$ cat config.mk
export PLATFORM = sky130hd
export DESIGN_NAME = charger_status_stream_parser_top
export DESIGN_NICKNAME = d
export VERILOG_FILES = /design/src/design/cssp_pkg.sv /design/src/design/charger_status_stream_parser_top.sv
export SDC_FILE = /design/constraint.sdc
export NUM_CORES = 1
export LEC_CHECK = 0
export BUFFER_PORTS_ARGS = -buffer_cell sky130_fd_sc_hd__buf_2
export CAP_MARGIN = 15
export CORE_MARGIN = 4
export CORE_UTILIZATION = 35
export CTS_BUF_LIST = sky130_fd_sc_hd__clkbuf_16
export CTS_CLUSTER_DIAMETER = 80
export DETAILED_ROUTE_END_ITERATION = 8
export PLACE_DENSITY = 0.59
export SYNTH_ARGS = -nofsm -noshare
export SYNTH_HDL_FRONTEND = slang
export SYNTH_SLANG_ARGS = --single-unit
$ cat constraint.sdc
create_clock -name clock -period 5.3 [get_ports clock]
set_input_delay 0.53 -clock clock [delete_from_list [all_inputs] [get_ports clock]]
set_output_delay 0.53 -clock clock [all_outputs]
set_load 0.01 [all_outputs]
$ cat src/design/cssp_pkg.sv
package cssp_pkg;

   // field widths
   localparam int unsigned BYTE_W    = 8;
   localparam int unsigned ID_W      = 48;
   localparam int unsigned LIMIT_W   = 4;
   localparam int unsigned CNT_W     = 3;
   localparam int unsigned TIMEOUT_W = 4;

   // bytes that follow the id start byte in an id capture
   localparam int unsigned ID_LENGTH = 6;

   // result queue
   localparam int unsigned FIFO_DEPTH = 4;
   localparam int unsigned PTR_W      = 2;
   localparam int unsigned FILL_W     = 3;

   // status and message codes
   localparam logic [BYTE_W-1:0] CODE_DISCONNECT = 8'h60;
   localparam logic [BYTE_W-1:0] CODE_STANDBY    = 8'h61;
   localparam logic [BYTE_W-1:0] CODE_PROFILE_A  = 8'h62;
   localparam logic [BYTE_W-1:0] CODE_PROFILE_B  = 8'h63;
   localparam logic [BYTE_W-1:0] CODE_METAL_A    = 8'h64;
   localparam logic [BYTE_W-1:0] CODE_METAL_B    = 8'h65;
   localparam logic [BYTE_W-1:0] CODE_METAL_C    = 8'h66;
   localparam logic [BYTE_W-1:0] CODE_PROFILE_C  = 8'h68;
   localparam logic [BYTE_W-1:0] CODE_ID_START   = 8'h71;

   localparam logic [LIMIT_W-1:0] IDLE_LIMIT_RESET = 4'd5;

   // eight-byte message buffer, byte 0 in the low bits
   typedef logic [7:0][BYTE_W-1:0] msg_buf_type;

   // one queued result message
   typedef struct packed {
      logic [ID_W-1:0]   id_bytes;
      logic [BYTE_W-1:0] tag_byte;
      logic [BYTE_W-1:0] lead_byte;
      logic              is_disconnect;
      logic              last;
   } rsp_item_type;

   function automatic logic is_alert(input logic [BYTE_W-1:0] code);
      return (code == CODE_STANDBY) || (code == CODE_METAL_A) ||
             (code == CODE_METAL_B) || (code == CODE_METAL_C);
   endfunction

   function automatic logic is_profile(input logic [BYTE_W-1:0] code);
      return (code == CODE_PROFILE_A) || (code == CODE_PROFILE_B) ||
             (code == CODE_PROFILE_C);
   endfunction

endpackage

$ cat src/design/charger_status_stream_parser_top.sv
// channel   | ports                              | payload
// ----------+------------------------------------+---------------------------------------
// request   | req_tvalid req_tready req_tdata/tuser | tdata: rx_byte; tuser: has_byte
// response  | rsp_tvalid rsp_tready rsp_tdata/tuser/tlast | tdata: lead, tag, id; tuser: disc
// config    | csr_we csr_wdata                   | idle_poll_limit
//
// One request is taken per cycle while req_tready is high; its messages (zero, one
// or two) are produced in the same cycle into a four-entry response queue and leave
// one per cycle while rsp_tready is high. req_tready is high while the queue has
// room for two messages.
// Reset is synchronous and active high; it restores the parser state and sets
// the idle poll limit to 5. A stalled response side only fills the queue.
module charger_status_stream_parser_top (
   input  logic                       clock,
   input  logic                       reset,
   // request
   input  logic                       req_tvalid,
   output logic                       req_tready,
   input  logic [cssp_pkg::BYTE_W-1:0] req_tdata,  // [7:0] rx_byte
   input  logic                       req_tuser,  // [0] has_byte
   // response
   output logic                       rsp_tvalid,
   input  logic                       rsp_tready,
   output logic [63:0]                rsp_tdata,  // [7:0] lead_byte, [15:8] tag_byte,
                                                  // [63:16] id_bytes
   output logic                       rsp_tuser,  // [0] is_disconnect
   output logic                       rsp_tlast,  // last message of the poll
   // configuration
   input  logic                       csr_we,
   input  logic [cssp_pkg::LIMIT_W-1:0] csr_wdata  // idle_poll_limit
);
   import cssp_pkg::*;

   // parser state
   msg_buf_type          msg_ff,      msg_in;
   logic [BYTE_W-1:0]    prev_ff,     prev_in;
   logic [BYTE_W-1:0]    profile_ff,  profile_in;
   logic                 capture_ff,  capture_in;
   logic [CNT_W-1:0]     cnt_ff,      cnt_in;
   logic                 after_status_ff, after_status_in;
   logic                 underrun_ff, underrun_in;
   logic [TIMEOUT_W-1:0] timeout_ff,  timeout_in;
   logic [LIMIT_W-1:0]   limit_ff;

   // response queue
   rsp_item_type         fifo_ff [FIFO_DEPTH];
   logic [PTR_W-1:0]     wr_ptr_ff,   wr_ptr_in;
   logic [PTR_W-1:0]     rd_ptr_ff,   rd_ptr_in;
   logic [FILL_W-1:0]    fill_ff,     fill_in;

   logic                 accept;
   logic                 pop;
   logic                 data_emit;
   logic                 disc_emit;
   rsp_item_type         data_item;
   rsp_item_type         disc_item;
   logic [PTR_W-1:0]     disc_addr;

   assign accept     = req_tvalid && req_tready;
   assign req_tready = (fill_ff <= FILL_W'(FIFO_DEPTH - 2));
   assign rsp_tvalid = (fill_ff != '0);
   assign pop        = rsp_tvalid && rsp_tready;

   // response port view of the queue head
   assign rsp_tdata = {fifo_ff[rd_ptr_ff].id_bytes, fifo_ff[rd_ptr_ff].tag_byte,
                       fifo_ff[rd_ptr_ff].lead_byte};
   assign rsp_tuser = fifo_ff[rd_ptr_ff].is_disconnect;
   assign rsp_tlast = fifo_ff[rd_ptr_ff].last;

   // one poll through the parser
   always_comb begin
      msg_buf_type          m;
      logic [BYTE_W-1:0]    b;
      logic [BYTE_W-1:0]    lead;
      logic [CNT_W-1:0]     slot;
      logic [TIMEOUT_W-1:0] tc;

      m               = msg_ff;
      b               = req_tdata;
      lead            = '0;
      slot            = '0;
      tc              = timeout_ff;
      prev_in         = prev_ff;
      profile_in      = profile_ff;
      capture_in      = capture_ff;
      cnt_in          = cnt_ff;
      after_status_in = after_status_ff;
      underrun_in     = underrun_ff;
      data_emit       = 1'b0;
      disc_emit       = 1'b0;
      data_item       = '0;
      disc_item       = '0;

      if (req_tuser) begin
         if (capture_ff) begin
            // id capture in progress
            cnt_in    = cnt_ff + CNT_W'(1);
            slot      = cnt_in + CNT_W'(1);
            m[slot]   = b;
            if (cnt_in == CNT_W'(ID_LENGTH)) begin
               capture_in = 1'b0;
               cnt_in     = '0;
               if (after_status_ff && (m[0] != '0) && (m[0] == profile_ff) &&
                   (m[1] == CODE_ID_START) && (m[0] != CODE_STANDBY)) begin
                  data_emit       = 1'b1;
                  after_status_in = 1'b0;
               end else if (is_alert(m[0])) begin
                  lead            = m[0];
                  m               = '0;
                  m[0]            = lead;
                  data_emit       = 1'b1;
                  after_status_in = 1'b0;
               end
            end
         end else if (b == CODE_ID_START) begin
            capture_in = 1'b1;
            m[0]       = profile_ff;
            m[1]       = CODE_ID_START;
         end else if (b == prev_ff) begin
            // repeated status byte
            if (is_alert(b)) begin
               cnt_in          = '0;
               m[0]            = b;
               after_status_in = 1'b1;
               data_emit       = 1'b1;
            end else if (is_profile(b)) begin
               cnt_in     = '0;
               profile_in = b;
               m[0]       = b;
            end
         end else begin
            prev_in = b;
         end
      end else begin
         underrun_in = 1'b1;
      end

      // data message snapshot, buffer cleared after it
      if (data_emit) begin
         data_item.lead_byte     = m[0];
         data_item.tag_byte      = m[1];
         data_item.id_bytes      = m[7:2];
         data_item.is_disconnect = 1'b0;
         m                       = '0;
      end

      // idle timeout
      if (underrun_in) begin
         tc = tc + TIMEOUT_W'(1);
         if (tc == limit_ff) begin
            disc_emit               = 1'b1;
            disc_item.lead_byte     = CODE_DISCONNECT;
            disc_item.tag_byte      = m[1];
            disc_item.id_bytes      = m[7:2];
            disc_item.is_disconnect = 1'b1;
            disc_item.last          = 1'b1;
            m                       = '0;
            prev_in                 = '0;
            profile_in              = '0;
            cnt_in                  = '0;
            after_status_in         = 1'b1;
            underrun_in             = 1'b0;
            tc                      = '0;
         end
      end

      data_item.last = !disc_emit;
      msg_in         = m;
      timeout_in     = tc;
   end

   // queue pointers and fill level
   assign disc_addr = wr_ptr_ff + PTR_W'(data_emit);

   always_comb begin
      wr_ptr_in = wr_ptr_ff;
      fill_in   = fill_ff;
      if (accept) begin
         wr_ptr_in = wr_ptr_ff + PTR_W'(data_emit) + PTR_W'(disc_emit);
         fill_in   = fill_ff + FILL_W'(data_emit) + FILL_W'(disc_emit);
      end
      rd_ptr_in = pop ? rd_ptr_ff + PTR_W'(1) : rd_ptr_ff;
      if (pop) begin
         fill_in = fill_in - FILL_W'(1);
      end
   end

   // parser and control registers
   always_ff @(posedge clock) begin
      if (reset) begin
         msg_ff          <= '0;
         prev_ff         <= '0;
         profile_ff      <= '0;
         capture_ff      <= 1'b0;
         cnt_ff          <= '0;
         after_status_ff <= 1'b1;
         underrun_ff     <= 1'b0;
         timeout_ff      <= '0;
         limit_ff        <= IDLE_LIMIT_RESET;
         wr_ptr_ff       <= '0;
         rd_ptr_ff       <= '0;
         fill_ff         <= '0;
      end else begin
         if (accept) begin
            msg_ff          <= msg_in;
            prev_ff         <= prev_in;
            profile_ff      <= profile_in;
            capture_ff      <= capture_in;
            cnt_ff          <= cnt_in;
            after_status_ff <= after_status_in;
            underrun_ff     <= underrun_in;
            timeout_ff      <= timeout_in;
         end
         if (csr_we) begin
            limit_ff <= csr_wdata;
         end
         wr_ptr_ff <= wr_ptr_in;
         rd_ptr_ff <= rd_ptr_in;
         fill_ff   <= fill_in;
      end
   end

   // queue storage
   always_ff @(posedge clock) begin
      if (accept && data_emit) begin
         fifo_ff[wr_ptr_ff] <= data_item;
      end
      if (accept && disc_emit) begin
         fifo_ff[disc_addr] <= disc_item;
      end
   end

endmodule

==> impl_metrics.py <==
metrics = {
    "global_route": {
        "antenna_found_initial": 3,
        "grt_util_all_layers_pct": 17.5,
        "grt_pass1_wl_mm": 72.5,
        "grt_max_degree": 61,
        "grt_residual_overflow": 0,
        "first_global_vias": 12106,
    },
    "route": {
        "ant_nets": 0,
        "totalWireLength_mm": 46.0,
        "drt-wirelength-per-cell_um": 21.0,
        "drc_errors": 0,
        "first_pass_iters": 5,
        "num_vias": 12084,
        "drtIter0Drc": 1173,
        "detail_route.vias_per_cell": 5.51,
    },
    "floorplanning": {
        "die-height_um": 228,
        "die_x_um": 228,
        "core.rowCount": 80,
        "design.die.area_um2": 52100,
        "floorplan.core_area_um2": 47800,
        "floorplan.initialDensity_pct": 35.5,
        "top_level_ports": 86,
    },
    "yosys": {
        "synth_cell_type_count": 80,
        "synth_seq_area_share_pct": 57.4,
        "post_synth_most_frequent_cells": "nor2_1, edfxtp_1, dfxtp_1",
        "yosys.cell_count.top_type": "nor2_1",
        "synth-warning-count": 0,
        "syn-cell-area_um2": 17000,
        "yosys_most_used_dff": "edfxtp_1",
        "synth_fp_nets": 1494,
        "synth_area_per_cell_um2": 11.6,
        "synthDominantAreaCellType": "edfxtp_1",
        "yosys_register_bits": 367,
        "synth_enable_flop_cells": 240,
        "fraction_of_synthesized_cell_area_taken_by_the_top_area_cell_type_pct": 42.5,
        "netlist_top_cells_area": "edfxtp_1, dfxtp_1, mux4_2",
        "post_synth_inst_count": 1467,
        "synthArstFlopShare_pct": 0,
    },
    "clocking": {
        "cts_htree_levels": 2,
        "tritoncts_clock_tree": "done",
        "tritoncts.num_buffers": 42,
        "clock_sink_count": 367,
        "clkLatencyLatePin_ns": 0.56,
        "clock_tree_buf_depth": 3,
        "worst_setup_hold_path_clk_slew_ns": 0.06,
        "post_cts_buffers": 0,
        "cts_root_buffer": "clkbuf_16",
    },
    "timing": {
        "max_slew.worst_pin.slew_ns": 0.909,
        "fin_skew_ns": 0.0208,
        "slew-limit-headroom_pct": 39.4,
        "slew_viol_final": 0,
        "finalCritPeriodShare_pct": 91.0,
        "setup_total_negative_slack_ns": 0,
        "setup_violations": 0,
        "finalHoldViolations": 0,
        "hold_ws_ns": 0.182,
        "setup_repair_after_global_routing_missed_its_margin": "false",
        "max_freq_ghz": 0.207,
        "min_tclk_post_route_ns": 4.82,
    },
    "critical_path": {
        "required_ns": 5.56,
        "timing.critical_path.fanout_max": 17,
        "timing.critical_path.cells": "inv_1 > ha_1 > or2_2 > nor2_4 > mux2_2 > and2_1 > a22oi_1 > nand2_1 > ha_1 > xor2_1 > inv_1 > or4_1 > nand2_2 > buf_12",
        "worst_path_largest_cell_delay_ns": 0.59,
        "cp-end-kind": "flip-flop",
        "cp.arrival_ns": 5.08,
        "setup_cp_type": "flip-flop to flip-flop",
        "critPathBufInv": 3,
        "critPathTopFamily": "simple AND/OR/NAND/NOR gates",
        "critical_path.slowest_cell": "or4_1",
        "worstSetupStartpointType": "flip-flop",
    },
    "cells_and_area": {
        "layout-area-overhead-vs-synth_pct": 15.7,
        "fillerInstances": 4563,
        "drive_above_1_share_pct": 20.6,
        "num_antenna_cells": 0,
        "finalNetCount": 1573,
    },
    "status": {
        "run_status": "complete, no violations",
    },
    "hold_path": {
        "holdCritPathClass": "input pin to flip-flop",
    },
    "placed_design": {
        "buffer_ports.inserted": 85,
        "detailedPlacementHpwl_mm": 29.9,
        "gpl.final_weighted_congestion": 0.916,
    },
    "power_and_ir_drop": {
        "irDropWorstVdd_mv": 0.194,
        "totalPowerFinal_w": 0.00681,
        "power_leakage_nw": 6.45,
        "power.density_nw_per_um2": 347,
    },
    "flow_run": {
        "timing.max_cap.violations": 0,
    },
}
==> timing repair <==
action | 4_1_cts | 5_1_grt
resized for setup | 0 | 1
endpoints found under the setup margin | 0 | 130
hold buffers | 0 | 0
==> layer usage <==
layer	track usage, %	vias to the layer above	wire length (µm)	share of wire, %
li1	-	5591	-	-
met1	24.1	6028	20200	44
met2	28.2	388	21800	47
met3	3.14	71	2870	6.2
met4	5.57	6	1090	2.4
met5	0	-	53	0.12
==> cells by family after synthesis <==
family          Yosys count  share of synthesized area [%]
compound gates          304                           12.1
xor+xnor                 28                           1.72
fa+ha+maj                 9                          0.708
buf+inv                 128                           3.21
flops                   367                           57.4
mux                      99                           10.8
simple gates            532                           14.0
==> layout by cell type (no fill, tap or decap), drive strengths merged, types with 14 or more instances in the layout <==
cell    netlist  layout
mux2         14      14
nand3        37      37
mux2i        19      19
inv          22      33
xnor2        19      19
dfxtp       127     127
a22o         39      39
a22oi        19      19
clkbuf       68      43
a21oi        35      35
and2         28      28
mux4         66      66
clkinv        1      17
nor2        264     264
edfxtp      240     240
nor3         18      18
buf          37     140
o21ai       119     119
nand2       123     123
==> final timing paths <==
path,from,endpoint,slack [ns],depth (start not counted)
setup / recovery,cnt_ff[0]$_SDFFE_PP0P_,fifo_ff[2][57]$_DFFE_PP_,0.48,14
hold / removal,csr_wdata[0],limit_ff[0]$_SDFFE_PP1P_,0.18,2
setup reg to reg,cnt_ff[0]$_SDFFE_PP0P_,fifo_ff[2][57]$_DFFE_PP_,0.48,14
hold reg to reg,msg_ff[39]$_SDFFE_PP0P_,msg_ff[39]$_SDFFE_PP0P_,0.46,2
==> power by group <==
part	switching [W]	internal, W
combinational	0.000362	0.000309
sequential	0.0000833	0.00305
clock	0.00119	0.00182
==> area by class of cell <==
class	count	area, µm²	share of cell area [%]
sequential	367	9760	49.7
multi-input combinational	972	6700	34.1
clock buffer	43	1080	5.48
timing repair buffer	140	913	4.65
tap	615	769	3.92
clock inverter	34	348	1.77
inverter	23	86.3	0.439
==> metrics by stage <==
step,setup WS (ns),util [%],cell area (µm²),cells
2_1_floorplan,0.144,-,17000,1467
3_3_place_gp,0.280,38.1,18200,2117
3_5_place_dp,0.332,38.1,18200,2117
4_1_cts,0.304,41.1,19600,2194
5_1_grt,0.176,41.1,19600,2194
6_report,0.478,41.1,19600,2194
==> state kept, by name (all words and copies together) (netlist names), named ones only <==
register         count
fifo_ff            264
msg_ff              64
prev_ff              8
profile_ff           8
limit_ff             4
timeout_ff           4
cnt_ff               3
fill_ff              3
rd_ptr_ff            2
wr_ptr_ff            2
after_status_ff      1
capture_ff           1
underrun_ff          1
No activity file was read; power rests on OpenSTA's default activity.
